### config.mk
export PLATFORM = sky130hd
export DESIGN_NAME = flash_record_ring_allocator
export DESIGN_NICKNAME = d
export VERILOG_FILES = /design/src/rtl/fra_pkg.sv /design/src/rtl/fra_ram.sv /design/src/rtl/fra_addr.sv /design/src/rtl/flash_record_ring_allocator.sv
export SDC_FILE = /design/constraint.sdc
export NUM_CORES = 2
export LEC_CHECK = 0
export BUFFER_PORTS_ARGS = -buffer_cell sky130_fd_sc_hd__buf_4
export CAP_MARGIN = 25
export CORE_ASPECT_RATIO = 1.75
export CORE_UTILIZATION = 25
export CTS_BUF_LIST = sky130_fd_sc_hd__clkbuf_8
export DETAILED_ROUTE_END_ITERATION = 8
export PLACE_DENSITY = 0.48
export SYNTH_ARGS = -nofsm -noshare
export SYNTH_HDL_FRONTEND = slang
export SYNTH_SLANG_ARGS = --single-unit
export TNS_END_PERCENT = 20
### constraint.sdc
create_clock -name clock -period 9.9 [get_ports clock]
set_input_delay 1.485 -clock clock [delete_from_list [all_inputs] [get_ports clock]]
set_output_delay 1.485 -clock clock [all_outputs]
set_load 0.02 [all_outputs]
### src/rtl/fra_pkg.sv
// ---------------------------------------------------------------------------
// fra_pkg: shared types and constants of the flash record ring allocator
// Function, command, status and register index codes, plus fixed widths.
// ---------------------------------------------------------------------------
package fra_pkg;

   // fixed field widths of the configuration registers used by the address unit
   localparam int BASE_W  = 32;
   localparam int GROUP_W = 20;
   localparam int SLOT_W  = 16;

   // geometry floors applied to slots_in_use and groups_in_use
   localparam int MIN_SLOTS  = 3;
   localparam int MIN_GROUPS = 2;

   // erased flash reads back as all ones
   localparam logic [31:0] ERASED_WORD  = 32'hffff_ffff;
   localparam logic [19:0] MARKER_BYTES = 20'd4;

   typedef enum logic [1:0] {
      FN_STORE   = 2'd0,
      FN_LOAD    = 2'd1,
      FN_CLEAN   = 2'd2,
      FN_PRELOAD = 2'd3
   } func_type;

   typedef enum logic [2:0] {
      CMD_NONE       = 3'd0,
      CMD_ERASE      = 3'd1,
      CMD_WRITE_MARK = 3'd2,
      CMD_WRITE_DATA = 3'd3,
      CMD_READ_DATA  = 3'd4
   } cmd_type;

   typedef enum logic [1:0] {
      STS_OK        = 2'd0,
      STS_TOO_LONG  = 2'd1,
      STS_NOT_FOUND = 2'd2
   } status_type;

   typedef enum logic [2:0] {
      CSR_BASE_ADDRESS   = 3'd0,
      CSR_SLOT_BYTES     = 3'd1,
      CSR_GROUP_BYTES    = 3'd2,
      CSR_SLOTS_IN_USE   = 3'd3,
      CSR_GROUPS_IN_USE  = 3'd4,
      CSR_PAYLOAD_OFFSET = 3'd5,
      CSR_PAYLOAD_LIMIT  = 3'd6,
      CSR_MARKER_WORD    = 3'd7
   } csr_type;

endpackage

### src/rtl/fra_ram.sv
// ---------------------------------------------------------------------------
// fra_ram: generic simple dual-port RAM
// One write port, one read port, read data registered.
// ---------------------------------------------------------------------------
module fra_ram #(
   parameter int WIDTH = 1,
   parameter int DEPTH = 2
) (
   input  logic                     clock,
   input  logic                     wr_en,
   input  logic [$clog2(DEPTH)-1:0] wr_addr,
   input  logic [WIDTH-1:0]         wr_data,
   input  logic                     rd_en,
   input  logic [$clog2(DEPTH)-1:0] rd_addr,
   output logic [WIDTH-1:0]         rd_data
);

   logic [WIDTH-1:0] mem_ff [DEPTH];
   logic [WIDTH-1:0] rd_data_ff;

   always_ff @(posedge clock) begin
      if (wr_en) begin
         mem_ff[wr_addr] <= wr_data;
      end
      if (rd_en) begin
         rd_data_ff <= mem_ff[rd_addr];
      end
   end

   assign rd_data = rd_data_ff;

endmodule

### src/rtl/fra_addr.sv
// ---------------------------------------------------------------------------
// fra_addr: slot address unit
// base + group * group_bytes + slot * slot_bytes, two pipeline stages.
// ---------------------------------------------------------------------------
module fra_addr #(
   parameter int GW = 3,
   parameter int SW = 5
) (
   input  logic                         clock,
   input  logic                         reset,
   input  logic                         start,
   input  logic [GW-1:0]                grp,
   input  logic [SW-1:0]                slot,
   input  logic [fra_pkg::BASE_W-1:0]   base_address,
   input  logic [fra_pkg::GROUP_W-1:0]  group_bytes,
   input  logic [fra_pkg::SLOT_W-1:0]   slot_bytes,
   output logic                         done,
   output logic [fra_pkg::BASE_W-1:0]   addr
);
   import fra_pkg::*;

   localparam int GPW = GW + GROUP_W;
   localparam int SPW = SW + SLOT_W;

   logic           v1_ff, v1_in;
   logic           v2_ff, v2_in;
   logic [GPW-1:0] gprod_ff, gprod_in;
   logic [SPW-1:0] sprod_ff, sprod_in;
   logic [BASE_W-1:0] addr_ff, addr_in;

   // stage 1: the two products; stage 2: the sum
   always_comb begin
      v1_in    = start;
      v2_in    = v1_ff;
      gprod_in = GPW'(grp) * GPW'(group_bytes);
      sprod_in = SPW'(slot) * SPW'(slot_bytes);
      addr_in  = v1_ff ? (base_address + BASE_W'(gprod_ff) + BASE_W'(sprod_ff)) : addr_ff;
   end

   always_ff @(posedge clock) begin
      if (reset) begin
         v1_ff <= 1'b0;
         v2_ff <= 1'b0;
      end else begin
         v1_ff <= v1_in;
         v2_ff <= v2_in;
      end
   end

   always_ff @(posedge clock) begin
      gprod_ff <= gprod_in;
      sprod_ff <= sprod_in;
      addr_ff  <= addr_in;
   end

   assign done = v2_ff;
   assign addr = addr_ff;

endmodule

### src/rtl/flash_record_ring_allocator.sv
// ---------------------------------------------------------------------------
// flash_record_ring_allocator: wear-levelled record ring allocator
// Tracks one mark bit per flash record slot in a RAM and turns store, load,
// clean and mark-preload items into flash erase/write/read commands.
// ---------------------------------------------------------------------------
//
//  channel | ports                  | moves
//  --------+------------------------+-------------------------------------
//  req     | req_valid / req_ready  | one item: func, length, slot, mark
//  rsp     | rsp_valid / rsp_ready  | the flash commands of an item, last flag
//  csr     | csr_wr_en              | register write, taken every cycle
//
// Flow: a preload is written from idle. A load scans one slot mark per cycle,
// then builds the read address. An erase sweeps the group's marks at one per
// cycle, then issues the group's erase; a store is a scan plus up to one erase
// per group, then a marker write and a payload write.
// Reset: a clearing pass writes every mark entry, with req_ready low.
// Stalls: the sequencer holds while the result register is full; req_ready is
// high in idle even while a result waits.
// ---------------------------------------------------------------------------
module flash_record_ring_allocator #(
   parameter int MAX_GROUPS = 8,
   parameter int MAX_SLOTS  = 32
) (
   input  logic                 clock,
   input  logic                 reset,
   // input items
   input  logic                 req_valid,
   output logic                 req_ready,
   input  fra_pkg::func_type    req_func,
   input  logic [11:0]          req_payload_len,
   input  logic [7:0]           req_slot_number,
   input  logic                 req_mark_present,
   // result items
   output logic                 rsp_valid,
   input  logic                 rsp_ready,
   output fra_pkg::cmd_type     rsp_command,
   output logic [31:0]          rsp_flash_address,
   output logic [19:0]          rsp_byte_count,
   output logic [31:0]          rsp_marker_data,
   output fra_pkg::status_type  rsp_status,
   output logic                 rsp_last,
   // configuration
   input  logic                 csr_wr_en,
   input  fra_pkg::csr_type     csr_index,
   input  logic [31:0]          csr_wr_data
);
   import fra_pkg::*;

   localparam int DEPTH = MAX_GROUPS * MAX_SLOTS;
   localparam int AW    = $clog2(DEPTH);
   localparam int FW    = AW + 1;
   localparam int GW    = $clog2(MAX_GROUPS);
   localparam int SW    = $clog2(MAX_SLOTS);
   localparam int GCW   = $clog2(MAX_GROUPS + 1);
   localparam int SCW   = $clog2(MAX_SLOTS + 1);

   typedef enum logic [7:0] {
      S_CLEAR  = 8'b0000_0001,
      S_IDLE   = 8'b0000_0010,
      S_SCAN   = 8'b0000_0100,
      S_DECIDE = 8'b0000_1000,
      S_ERASE  = 8'b0001_0000,
      S_MARK   = 8'b0010_0000,
      S_ADDR   = 8'b0100_0000,
      S_OUT    = 8'b1000_0000
   } state_type;

   typedef enum logic [2:0] {
      ACT_ERASE   = 3'd0,
      ACT_MARKER  = 3'd1,
      ACT_PAYLOAD = 3'd2,
      ACT_READ    = 3'd3,
      ACT_STATUS  = 3'd4
   } act_type;

   // configuration registers
   logic [31:0] base_ff,        base_in;
   logic [15:0] slot_bytes_ff,  slot_bytes_in;
   logic [19:0] group_bytes_ff, group_bytes_in;
   logic [5:0]  slots_use_ff,   slots_use_in;
   logic [3:0]  groups_use_ff,  groups_use_in;
   logic [7:0]  pay_offset_ff,  pay_offset_in;
   logic [11:0] pay_limit_ff,   pay_limit_in;
   logic [31:0] marker_ff,      marker_in;

   // sequencer
   state_type   state_ff, state_in;
   func_type    fn_ff, fn_in;
   logic [11:0] len_ff, len_in;
   act_type     act_ff, act_in;
   status_type  stat_ff, stat_in;
   logic        erase_all_ff, erase_all_in;
   logic [AW-1:0] clr_ff, clr_in;

   // scan issue and return
   logic          issuing_ff, issuing_in;
   logic [GW-1:0] sg_ff, sg_in;
   logic [SW-1:0] ss_ff, ss_in;
   logic [FW-1:0] sflat_ff, sflat_in;
   logic          pend_valid_ff, pend_valid_in;
   logic          pend_last_ff, pend_last_in;
   logic [GW-1:0] pend_g_ff, pend_g_in;
   logic [SW-1:0] pend_s_ff, pend_s_in;
   logic [FW-1:0] pend_flat_ff, pend_flat_in;
   logic          found_ff, found_in;
   logic [GW-1:0] new_g_ff, new_g_in;
   logic [SW-1:0] new_s_ff, new_s_in;
   logic [FW-1:0] new_flat_ff, new_flat_in;

   // erase sweep and mark target
   logic [GW-1:0] era_g_ff, era_g_in;
   logic [SW-1:0] era_cnt_ff, era_cnt_in;
   logic [FW-1:0] era_flat_ff, era_flat_in;
   logic [GW-1:0] mk_g_ff, mk_g_in;
   logic [SW-1:0] mk_s_ff, mk_s_in;
   logic [FW-1:0] mk_flat_ff, mk_flat_in;

   // result register
   logic        rsp_valid_ff, rsp_valid_in;
   cmd_type     rsp_cmd_ff, rsp_cmd_in;
   logic [31:0] rsp_addr_ff, rsp_addr_in;
   logic [19:0] rsp_count_ff, rsp_count_in;
   logic [31:0] rsp_md_ff, rsp_md_in;
   status_type  rsp_stat_ff, rsp_stat_in;
   logic        rsp_last_ff, rsp_last_in;
   logic        rsp_load;

   // memory and address unit hookup
   logic          ram_wr_en, ram_rd_en, ram_wr_data, ram_rd_data;
   logic [AW-1:0] ram_wr_addr, ram_rd_addr;
   logic          addr_start, addr_done;
   logic [GW-1:0] addr_g;
   logic [SW-1:0] addr_s;
   logic [31:0]   addr_q;

   // derived geometry and flags
   logic [SCW-1:0] slots_e;
   logic [GCW-1:0] groups_e;
   logic           erase_val, out_free, scan_end, scan_slot_end, era_grp_last;
   logic [31:0]    free_after;
   logic           nxt_wrap;
   logic [GW-1:0]  nxt_g;

   // geometry clamped into the supported range
   always_comb begin
      if (slots_use_ff < 6'(MIN_SLOTS)) begin
         slots_e = SCW'(MIN_SLOTS);
      end else if (32'(slots_use_ff) > 32'(MAX_SLOTS)) begin
         slots_e = SCW'(MAX_SLOTS);
      end else begin
         slots_e = SCW'(slots_use_ff);
      end
      if (groups_use_ff < 4'(MIN_GROUPS)) begin
         groups_e = GCW'(MIN_GROUPS);
      end else if (32'(groups_use_ff) > 32'(MAX_GROUPS)) begin
         groups_e = GCW'(MAX_GROUPS);
      end else begin
         groups_e = GCW'(groups_use_ff);
      end
   end

   assign erase_val     = (marker_ff == ERASED_WORD);
   assign out_free      = !rsp_valid_ff || rsp_ready;
   assign scan_slot_end = (32'(ss_ff) + 32'd1 == 32'(slots_e));
   assign scan_end      = scan_slot_end && (32'(sg_ff) + 32'd1 == 32'(groups_e));
   assign era_grp_last  = (32'(era_g_ff) + 32'd1 == 32'(groups_e));
   assign free_after    = 32'(slots_e) - 32'(new_s_ff) - 32'd1;
   assign nxt_wrap      = (32'(new_g_ff) + 32'd1 >= 32'(groups_e));
   assign nxt_g         = nxt_wrap ? '0 : GW'(32'(new_g_ff) + 32'd1);
   assign req_ready     = (state_ff == S_IDLE);

   // configuration writes
   always_comb begin
      base_in        = base_ff;
      slot_bytes_in  = slot_bytes_ff;
      group_bytes_in = group_bytes_ff;
      slots_use_in   = slots_use_ff;
      groups_use_in  = groups_use_ff;
      pay_offset_in  = pay_offset_ff;
      pay_limit_in   = pay_limit_ff;
      marker_in      = marker_ff;
      if (csr_wr_en) begin
         case (csr_index)
            CSR_BASE_ADDRESS:   base_in        = csr_wr_data;
            CSR_SLOT_BYTES:     slot_bytes_in  = csr_wr_data[15:0];
            CSR_GROUP_BYTES:    group_bytes_in = csr_wr_data[19:0];
            CSR_SLOTS_IN_USE:   slots_use_in   = csr_wr_data[5:0];
            CSR_GROUPS_IN_USE:  groups_use_in  = csr_wr_data[3:0];
            CSR_PAYLOAD_OFFSET: pay_offset_in  = csr_wr_data[7:0];
            CSR_PAYLOAD_LIMIT:  pay_limit_in   = csr_wr_data[11:0];
            CSR_MARKER_WORD:    marker_in      = csr_wr_data;
            default: ;
         endcase
      end
   end

   // main sequencer
   always_comb begin
      state_in      = state_ff;
      fn_in         = fn_ff;
      len_in        = len_ff;
      act_in        = act_ff;
      stat_in       = stat_ff;
      erase_all_in  = erase_all_ff;
      clr_in        = clr_ff;
      issuing_in    = issuing_ff;
      sg_in         = sg_ff;
      ss_in         = ss_ff;
      sflat_in      = sflat_ff;
      pend_valid_in = 1'b0;
      pend_last_in  = pend_last_ff;
      pend_g_in     = pend_g_ff;
      pend_s_in     = pend_s_ff;
      pend_flat_in  = pend_flat_ff;
      found_in      = found_ff;
      new_g_in      = new_g_ff;
      new_s_in      = new_s_ff;
      new_flat_in   = new_flat_ff;
      era_g_in      = era_g_ff;
      era_cnt_in    = era_cnt_ff;
      era_flat_in   = era_flat_ff;
      mk_g_in       = mk_g_ff;
      mk_s_in       = mk_s_ff;
      mk_flat_in    = mk_flat_ff;
      ram_wr_en     = 1'b0;
      ram_wr_addr   = clr_ff;
      ram_wr_data   = 1'b0;
      ram_rd_en     = 1'b0;
      ram_rd_addr   = sflat_ff[AW-1:0];
      addr_start    = 1'b0;
      addr_g        = mk_g_ff;
      addr_s        = mk_s_ff;
      rsp_load      = 1'b0;

      case (state_ff)
         // clearing pass after reset
         S_CLEAR: begin
            ram_wr_en   = 1'b1;
            ram_wr_addr = clr_ff;
            ram_wr_data = 1'b0;
            clr_in      = clr_ff + AW'(1);
            if (clr_ff == AW'(DEPTH - 1)) begin
               state_in = S_IDLE;
            end
         end

         S_IDLE: begin
            if (req_valid) begin
               fn_in  = req_func;
               len_in = req_payload_len;
               case (req_func)
                  FN_STORE, FN_LOAD: begin
                     if (req_func == FN_STORE && req_payload_len > pay_limit_ff) begin
                        act_in   = ACT_STATUS;
                        stat_in  = STS_TOO_LONG;
                        state_in = S_OUT;
                     end else begin
                        issuing_in = 1'b1;
                        sg_in      = '0;
                        ss_in      = '0;
                        sflat_in   = '0;
                        found_in   = 1'b0;
                        state_in   = S_SCAN;
                     end
                  end
                  FN_CLEAN: begin
                     erase_all_in = 1'b1;
                     era_g_in     = '0;
                     era_cnt_in   = '0;
                     era_flat_in  = '0;
                     state_in     = S_ERASE;
                  end
                  FN_PRELOAD: begin
                     if (32'(req_slot_number) < 32'(DEPTH)) begin
                        ram_wr_en   = 1'b1;
                        ram_wr_addr = AW'(req_slot_number);
                        ram_wr_data = req_mark_present;
                     end
                  end
                  default: ;
               endcase
            end
         end

         // one mark read issued per cycle; the RAM returns the data registered
         S_SCAN: begin
            if (issuing_ff) begin
               ram_rd_en     = 1'b1;
               pend_valid_in = 1'b1;
               pend_g_in     = sg_ff;
               pend_s_in     = ss_ff;
               pend_flat_in  = sflat_ff;
               pend_last_in  = scan_end;
               sflat_in      = sflat_ff + FW'(1);
               if (scan_end) begin
                  issuing_in = 1'b0;
               end else if (scan_slot_end) begin
                  sg_in = sg_ff + GW'(1);
                  ss_in = '0;
               end else begin
                  ss_in = ss_ff + SW'(1);
               end
            end
            if (pend_valid_ff) begin
               if (ram_rd_data) begin
                  found_in    = 1'b1;
                  new_g_in    = pend_g_ff;
                  new_s_in    = pend_s_ff;
                  new_flat_in = pend_flat_ff;
               end
               // newest record ends at the first unmarked slot after a mark
               if ((!ram_rd_data && found_ff) || pend_last_ff) begin
                  pend_valid_in = 1'b0;
                  issuing_in    = 1'b0;
                  state_in      = S_DECIDE;
               end
            end
         end

         S_DECIDE: begin
            if (fn_ff == FN_LOAD) begin
               if (found_ff) begin
                  addr_start = 1'b1;
                  addr_g     = new_g_ff;
                  addr_s     = new_s_ff;
                  act_in     = ACT_READ;
                  state_in   = S_ADDR;
               end else begin
                  act_in   = ACT_STATUS;
                  stat_in  = STS_NOT_FOUND;
                  state_in = S_OUT;
               end
            end else if (!found_ff) begin
               // empty ring: erase everything, then use slot 0
               erase_all_in = 1'b1;
               era_g_in     = '0;
               era_cnt_in   = '0;
               era_flat_in  = '0;
               mk_g_in      = '0;
               mk_s_in      = '0;
               mk_flat_in   = '0;
               state_in     = S_ERASE;
            end else if (free_after == 32'd1) begin
               // one slot left: pre-erase the next group
               erase_all_in = 1'b0;
               era_g_in     = nxt_g;
               era_cnt_in   = '0;
               era_flat_in  = nxt_wrap ? '0 : FW'(new_flat_ff + FW'(2));
               mk_g_in      = new_g_ff;
               mk_s_in      = new_s_ff + SW'(1);
               mk_flat_in   = new_flat_ff + FW'(1);
               state_in     = S_ERASE;
            end else if (free_after >= 32'd2) begin
               mk_g_in    = new_g_ff;
               mk_s_in    = new_s_ff + SW'(1);
               mk_flat_in = new_flat_ff + FW'(1);
               state_in   = S_MARK;
            end else begin
               // group full: jump to the next group's first slot
               mk_g_in    = nxt_g;
               mk_s_in    = '0;
               mk_flat_in = nxt_wrap ? '0 : FW'(new_flat_ff + FW'(1));
               state_in   = S_MARK;
            end
         end

         // rewrite one group's marks, one per cycle
         S_ERASE: begin
            ram_wr_en   = 1'b1;
            ram_wr_addr = era_flat_ff[AW-1:0];
            ram_wr_data = erase_val;
            era_flat_in = era_flat_ff + FW'(1);
            era_cnt_in  = era_cnt_ff + SW'(1);
            if (32'(era_cnt_ff) + 32'd1 == 32'(slots_e)) begin
               addr_start = 1'b1;
               addr_g     = era_g_ff;
               addr_s     = '0;
               act_in     = ACT_ERASE;
               state_in   = S_ADDR;
            end
         end

         S_MARK: begin
            ram_wr_en   = 1'b1;
            ram_wr_addr = mk_flat_ff[AW-1:0];
            ram_wr_data = 1'b1;
            addr_start  = 1'b1;
            act_in      = ACT_MARKER;
            state_in    = S_ADDR;
         end

         S_ADDR: begin
            if (addr_done) begin
               state_in = S_OUT;
            end
         end

         S_OUT: begin
            if (out_free) begin
               rsp_load = 1'b1;
               case (act_ff)
                  ACT_ERASE: begin
                     if (erase_all_ff && !era_grp_last) begin
                        era_g_in   = era_g_ff + GW'(1);
                        era_cnt_in = '0;
                        state_in   = S_ERASE;
                     end else if (fn_ff == FN_CLEAN) begin
                        state_in = S_IDLE;
                     end else begin
                        state_in = S_MARK;
                     end
                  end
                  ACT_MARKER: act_in   = ACT_PAYLOAD;
                  default:    state_in = S_IDLE;
               endcase
            end
         end

         default: state_in = S_IDLE;
      endcase
   end

   // result fields for the current action
   always_comb begin
      rsp_cmd_in   = CMD_NONE;
      rsp_addr_in  = '0;
      rsp_count_in = '0;
      rsp_md_in    = '0;
      rsp_stat_in  = STS_OK;
      rsp_last_in  = 1'b1;
      case (act_ff)
         ACT_ERASE: begin
            rsp_cmd_in   = CMD_ERASE;
            rsp_addr_in  = addr_q;
            rsp_count_in = group_bytes_ff;
            rsp_last_in  = (fn_ff == FN_CLEAN) && erase_all_ff && era_grp_last;
         end
         ACT_MARKER: begin
            rsp_cmd_in   = CMD_WRITE_MARK;
            rsp_addr_in  = addr_q;
            rsp_count_in = MARKER_BYTES;
            rsp_md_in    = marker_ff;
            rsp_last_in  = 1'b0;
         end
         ACT_PAYLOAD: begin
            rsp_cmd_in   = CMD_WRITE_DATA;
            rsp_addr_in  = addr_q + 32'(pay_offset_ff);
            rsp_count_in = 20'(len_ff);
         end
         ACT_READ: begin
            rsp_cmd_in   = CMD_READ_DATA;
            rsp_addr_in  = addr_q + 32'(pay_offset_ff);
            rsp_count_in = 20'(len_ff);
         end
         ACT_STATUS: begin
            rsp_stat_in = stat_ff;
         end
         default: ;
      endcase
      if (rsp_load) begin
         rsp_valid_in = 1'b1;
      end else if (rsp_ready) begin
         rsp_valid_in = 1'b0;
      end else begin
         rsp_valid_in = rsp_valid_ff;
      end
   end

   // control registers
   always_ff @(posedge clock) begin
      if (reset) begin
         state_ff       <= S_CLEAR;
         clr_ff         <= '0;
         issuing_ff     <= 1'b0;
         pend_valid_ff  <= 1'b0;
         rsp_valid_ff   <= 1'b0;
         base_ff        <= 32'd0;
         slot_bytes_ff  <= 16'd64;
         group_bytes_ff <= 20'd2048;
         slots_use_ff   <= 6'd32;
         groups_use_ff  <= 4'd8;
         pay_offset_ff  <= 8'd4;
         pay_limit_ff   <= 12'd60;
         marker_ff      <= 32'd0;
      end else begin
         state_ff       <= state_in;
         clr_ff         <= clr_in;
         issuing_ff     <= issuing_in;
         pend_valid_ff  <= pend_valid_in;
         rsp_valid_ff   <= rsp_valid_in;
         base_ff        <= base_in;
         slot_bytes_ff  <= slot_bytes_in;
         group_bytes_ff <= group_bytes_in;
         slots_use_ff   <= slots_use_in;
         groups_use_ff  <= groups_use_in;
         pay_offset_ff  <= pay_offset_in;
         pay_limit_ff   <= pay_limit_in;
         marker_ff      <= marker_in;
      end
   end

   // payload and bookkeeping registers
   always_ff @(posedge clock) begin
      fn_ff        <= fn_in;
      len_ff       <= len_in;
      act_ff       <= act_in;
      stat_ff      <= stat_in;
      erase_all_ff <= erase_all_in;
      sg_ff        <= sg_in;
      ss_ff        <= ss_in;
      sflat_ff     <= sflat_in;
      pend_last_ff <= pend_last_in;
      pend_g_ff    <= pend_g_in;
      pend_s_ff    <= pend_s_in;
      pend_flat_ff <= pend_flat_in;
      found_ff     <= found_in;
      new_g_ff     <= new_g_in;
      new_s_ff     <= new_s_in;
      new_flat_ff  <= new_flat_in;
      era_g_ff     <= era_g_in;
      era_cnt_ff   <= era_cnt_in;
      era_flat_ff  <= era_flat_in;
      mk_g_ff      <= mk_g_in;
      mk_s_ff      <= mk_s_in;
      mk_flat_ff   <= mk_flat_in;
      if (rsp_load) begin
         rsp_cmd_ff   <= rsp_cmd_in;
         rsp_addr_ff  <= rsp_addr_in;
         rsp_count_ff <= rsp_count_in;
         rsp_md_ff    <= rsp_md_in;
         rsp_stat_ff  <= rsp_stat_in;
         rsp_last_ff  <= rsp_last_in;
      end
   end

   assign rsp_valid         = rsp_valid_ff;
   assign rsp_command       = rsp_cmd_ff;
   assign rsp_flash_address = rsp_addr_ff;
   assign rsp_byte_count    = rsp_count_ff;
   assign rsp_marker_data   = rsp_md_ff;
   assign rsp_status        = rsp_stat_ff;
   assign rsp_last          = rsp_last_ff;

   // slot mark store
   fra_ram #(
      .WIDTH (1),
      .DEPTH (DEPTH)
   ) u_marks (
      .clock   (clock),
      .wr_en   (ram_wr_en),
      .wr_addr (ram_wr_addr),
      .wr_data (ram_wr_data),
      .rd_en   (ram_rd_en),
      .rd_addr (ram_rd_addr),
      .rd_data (ram_rd_data)
   );

   // slot address computation
   fra_addr #(
      .GW (GW),
      .SW (SW)
   ) u_addr (
      .clock        (clock),
      .reset        (reset),
      .start        (addr_start),
      .grp          (addr_g),
      .slot         (addr_s),
      .base_address (base_ff),
      .group_bytes  (group_bytes_ff),
      .slot_bytes   (slot_bytes_ff),
      .done         (addr_done),
      .addr         (addr_q)
   );

   // marks are only read during a scan, which never writes them
   a_no_rw_overlap: assert property (@(posedge clock) disable iff (reset)
      !(ram_wr_en && ram_rd_en))
      else $error("mark RAM read and written in the same cycle");

   // read data returning from the RAM is consumed only by the scan
   a_pend_in_scan: assert property (@(posedge clock) disable iff (reset)
      pend_valid_ff |-> (state_ff == S_SCAN))
      else $error("scan read returned outside the scan");

   // the address unit answers only while the sequencer waits for it
   a_addr_wait: assert property (@(posedge clock) disable iff (reset)
      addr_done |-> (state_ff == S_ADDR))
      else $error("address result arrived outside the wait state");

   // new marker and erase sweep stay inside the active ring
   a_mark_in_ring: assert property (@(posedge clock) disable iff (reset)
      (state_ff == S_MARK) |-> (32'(mk_flat_ff) < 32'(groups_e) * 32'(slots_e)))
      else $error("marker slot outside the ring");

   a_erase_in_ring: assert property (@(posedge clock) disable iff (reset)
      (state_ff == S_ERASE) |-> (32'(era_flat_ff) < 32'(groups_e) * 32'(slots_e)))
      else $error("erase sweep outside the ring");

endmodule

==> summary.md <==
| Metric | Value |
|---|---|
| Detail Placement HPWL | a little under 80 mm |
| Crit path kind | flop to flop |
| Worst Path Arrival | about 7.8 ns |
| Vias per inst | ~4.6 |
| Yosys cell types | 74 |
| Worst Setup End Kind | flop |
| Skew final | approximately 0.069 ns |
| Period utilisation layout | a little under three quarters |
| WP data required | 10.60 ns |
| Residual DRC | 0 |
| Crit Path Max Fanout | 20 |
| Int Power | 4.501 mW |
| Yosys warns | 0 |
| Die Wd | 282.9 um |
| Port bufs | ~150 |
| Final setup TNS | 0 ns |
| R2r worst-path depth | 21 |
| Synth Register Bits | 676 |
| LEAKAGE | 14.05 nW |
| Area grow syn2layout | 16.22% |
| Pre-antenna DRT Iters | 5 |
| H-tree levels | 3 |
| Die Ht | between 400 and 500 um |
| Startpoint types | flop |
| Setup ws final | roughly 2.8 ns |
| End of the worst register-to-register path | u_addr.sprod_ff[19] |
| Most frequent cells in the layout | edfxtp_1, nand2_1, nor2_1, a21oi_1, inv_1 |
| Power density cells | ~150 nW/um^2 |
| Final Hold Fails | 0 |
| Vias in the first global route | roughly 25000 |
| Nets | about 3600 |
| CTS tree | built |
| Global-route usage over all layers | 14.81% |
| DP Worst Slack | 2.703 ns |
| Syn Std Cell Area | roughly 35000 um^2 |
| Endpoints failing setup | 0 |
| Grt ovf | 0 |
| Final core occ | between 20% and 30% |
| Layout cells sized above 1 | a little over an eighth |
| Drt wl/cell | roughly 20 um |
| Combinational share of power | around 7.6% |
| Max Slew Vio Count | 0 |
| Worst-Skew Late Latency | a little over 0.8 ns |
| Hold EP | new_flat_ff[7] |
| NetSw | around 1.6 mW |
| Num CTS Buffers | 109 |
| Status | complete, no violations |
| Clock sink total | ~680 |
| Number of flops mapped to enable cells by yosys | between 400 and 500 |
| Seq pwr share | approximately half |
| Non-Filler Instances | about 5200 |
| Global-route wire length before repair | between 150 and 200 mm |
| Max cap viols | 0 |
| Switching portion of total power | around a quarter |
| Initial Util | 25.17% |
| Largest buffer count on any clock path | 3 |
| Ports | roughly 160 |
| Final min period | 7.079 ns |
| Post-Syn Nets | approximately 3400 |
| Clk pwr share | 41.8% |
| Commonest non-fill, non-tap cell in the layout | edfxtp_1 |
| Die ar. | approximately 140000 um^2 |
| FF-to-FF Start | state_ff[0] |
| Slew @ Worst Pin | around 1.1 ns |
| CTS resizes | 0 |
| Synth Flop Type | edfxtp_1 |
| Pin count of the biggest net entering global routing | around 120 |
| Peak Freq | 141.3 MHz |
| Asr flop ratio synth | 0% |
| Syn_area_per_cell | 11.00 um^2 |
| Sequential share of the synthesized area | 53.16% |
| Inst Count DP | roughly 5000 |
| Filler cells | roughly 14000 |
| Clock root buffer | clkbuf_8 |
| FP Rows | between 150 and 200 |
| Core ar. | approximately 140000 um^2 |
| ANT nets after route | 0 |
| # hold bufs at CTS | 0 |
| RSZ-0062 raised after global routing | no |
| Total Wirelength | about 100 mm |
| HP Class | flop to flop |
| Min-Delay Path Depth | 0 |
| Post-CTS Setup Inserts | 0 |
| Peak supply drop | between 90 and 100 uV |
| Hold Slack | roughly 0.42 ns |
| Antenna violations before repair | 2 |
| Slew HR | between 20% and 30% |
| Vias | about 24000 |
| Clk pin slew, worst setup/hold paths | around 0.070 ns |
| GPL Wtd Cong | between 0.8 and 0.9 |
| Initial DRC Count | roughly 1400 |
| Hold path start | pend_flat_ff[7] |
| Worst reg2reg setup slack | 2.82 ns |
| Mapped Cells | approximately 3100 |
## metrics by stage
stage,cell area (um^2),power (mW)
floorplan,34520,3.402
global placement,37690,3.592
detailed placement,37790,3.599
CTS,40060,6.153
global route,40110,6.301
finish,40110,6.066
## synth_stat cells, types with 6 or more instances
cell type,count,area [um^2]
edfxtp_1,481,14440
nand2_1,454,1704
nor2_1,401,1505
a21oi_1,209,1046
dfxtp_1,195,3904
inv_1,165,619.3
ha_1,119,1489
clkbuf_1,118,442.9
fa_1,85,1702
and2_1,84,525.5
mux4_2,79,1779
nand3_1,76,380.4
xnor2_1,72,630.6
and3_1,64,400.4
o21ai_0,62,310.3
xor2_1,43,376.6
nor3_1,33,165.2
nand4_1,31,193.9
nor2b_1,27,168.9
a21o_1,25,187.7
or3_1,24,150.1
a22o_1,22,192.7
buf_2,20,100.1
o21a_1,19,142.6
nand2b_1,18,112.6
a211oi_1,17,127.6
o211ai_1,16,120.1
mux2i_1,12,120.1
nor4_1,11,68.82
o22ai_1,11,68.82
a221oi_1,10,87.58
a31oi_1,10,62.56
or4_1,10,75.07
o21bai_1,9,67.56
o31ai_1,9,67.56
a221o_1,7,70.07
a211o_1,6,52.55
nor3b_1,6,45.04
## worst max-delay path, stage by stage (launching register included)
cell,delay (ns)
dfxtp_1,0.37
nor4_4,0.38
and2_1,0.67
nand2_1,0.53
a211oi_1,0.35
buf_4,0.24
o22ai_1,0.10
buf_4,0.21
and2_1,0.19
fa_1,0.51
fa_1,0.55
inv_1,0.06
fa_1,0.53
inv_1,0.04
ha_1,0.36
nand3_1,0.14
nor4bb_1,0.48
nor3_1,0.13
nor3_1,0.49
a211o_1,0.25
nand2_1,0.09
o311ai_0,0.33
## metal layers
metal	wire length (um)	vias up	global-route usage (%)
met5	0	-	0
met4	4260	0	6.656
met3	4813	213	2.230
met2	58110	619	29.23
met1	36890	11890	14.88
li1	-	11480	-
## cell type report
cell class	count	area [um^2]	area share [%]
flip-flops and latches	676	18350	45.74
multi-input cells	2151	14980	37.33
well taps	1820	2277	5.677
clock buffers	122	1679	4.186
repair buffers	204	1618	4.033
inverters	165	619.3	1.544
clock inverters	80	590.6	1.472
diodes	3	7.507	0.01871
## how the worst max path moves through the flow
stage,depth (start not counted),start,endpoint
final,21,state_ff[0],u_addr.sprod_ff[19]
after global routing,22,state_ff[0],u_addr.sprod_ff[20]
after CTS,21,state_ff[0],u_addr.sprod_ff[19]
after detailed placement,21,state_ff[0],u_addr.sprod_ff[19]
after global placement,21,state_ff[0],u_addr.sprod_ff[19]
after floorplan,5,req_valid,u_marks.mem_ff[0]
## state kept, by name, indices dropped and copies added, names as in the netlist, 12 cells and up
register           count
base_ff               32
group_bytes_ff        20
len_ff                12
marker_ff             32
pay_limit_ff          12
rsp_byte_count        20
rsp_flash_address     32
rsp_marker_data       32
slot_bytes_ff         16
u_addr.addr           32
u_addr.gprod_ff       23
u_addr.sprod_ff       21
u_marks.mem_ff       256
## cells by family (layout without fill, tap and decap cells)
logic type,count (synthesis),in the layout,synth area share (%)
compound gates,472,472,8.566
xor+xnor,117,117,3.056
fa+ha+maj,204,204,9.243
buf+inv,311,571,3.581
flops,676,676,53.16
mux,99,99,5.981
other cells,0,3,0
simple gates,1259,1259,16.42
## power groups by stage
stage	clock [mW]	combinational [mW]	sequential, mW
after floorplan	0	0.281	3.12
after global placement	0	0.459	3.13
after detailed placement	0	0.466	3.13
after CTS	2.61	0.467	3.07
after global routing	2.72	0.501	3.08
final	2.53	0.460	3.07
Note: power is estimated with default switching activity, not from simulation.
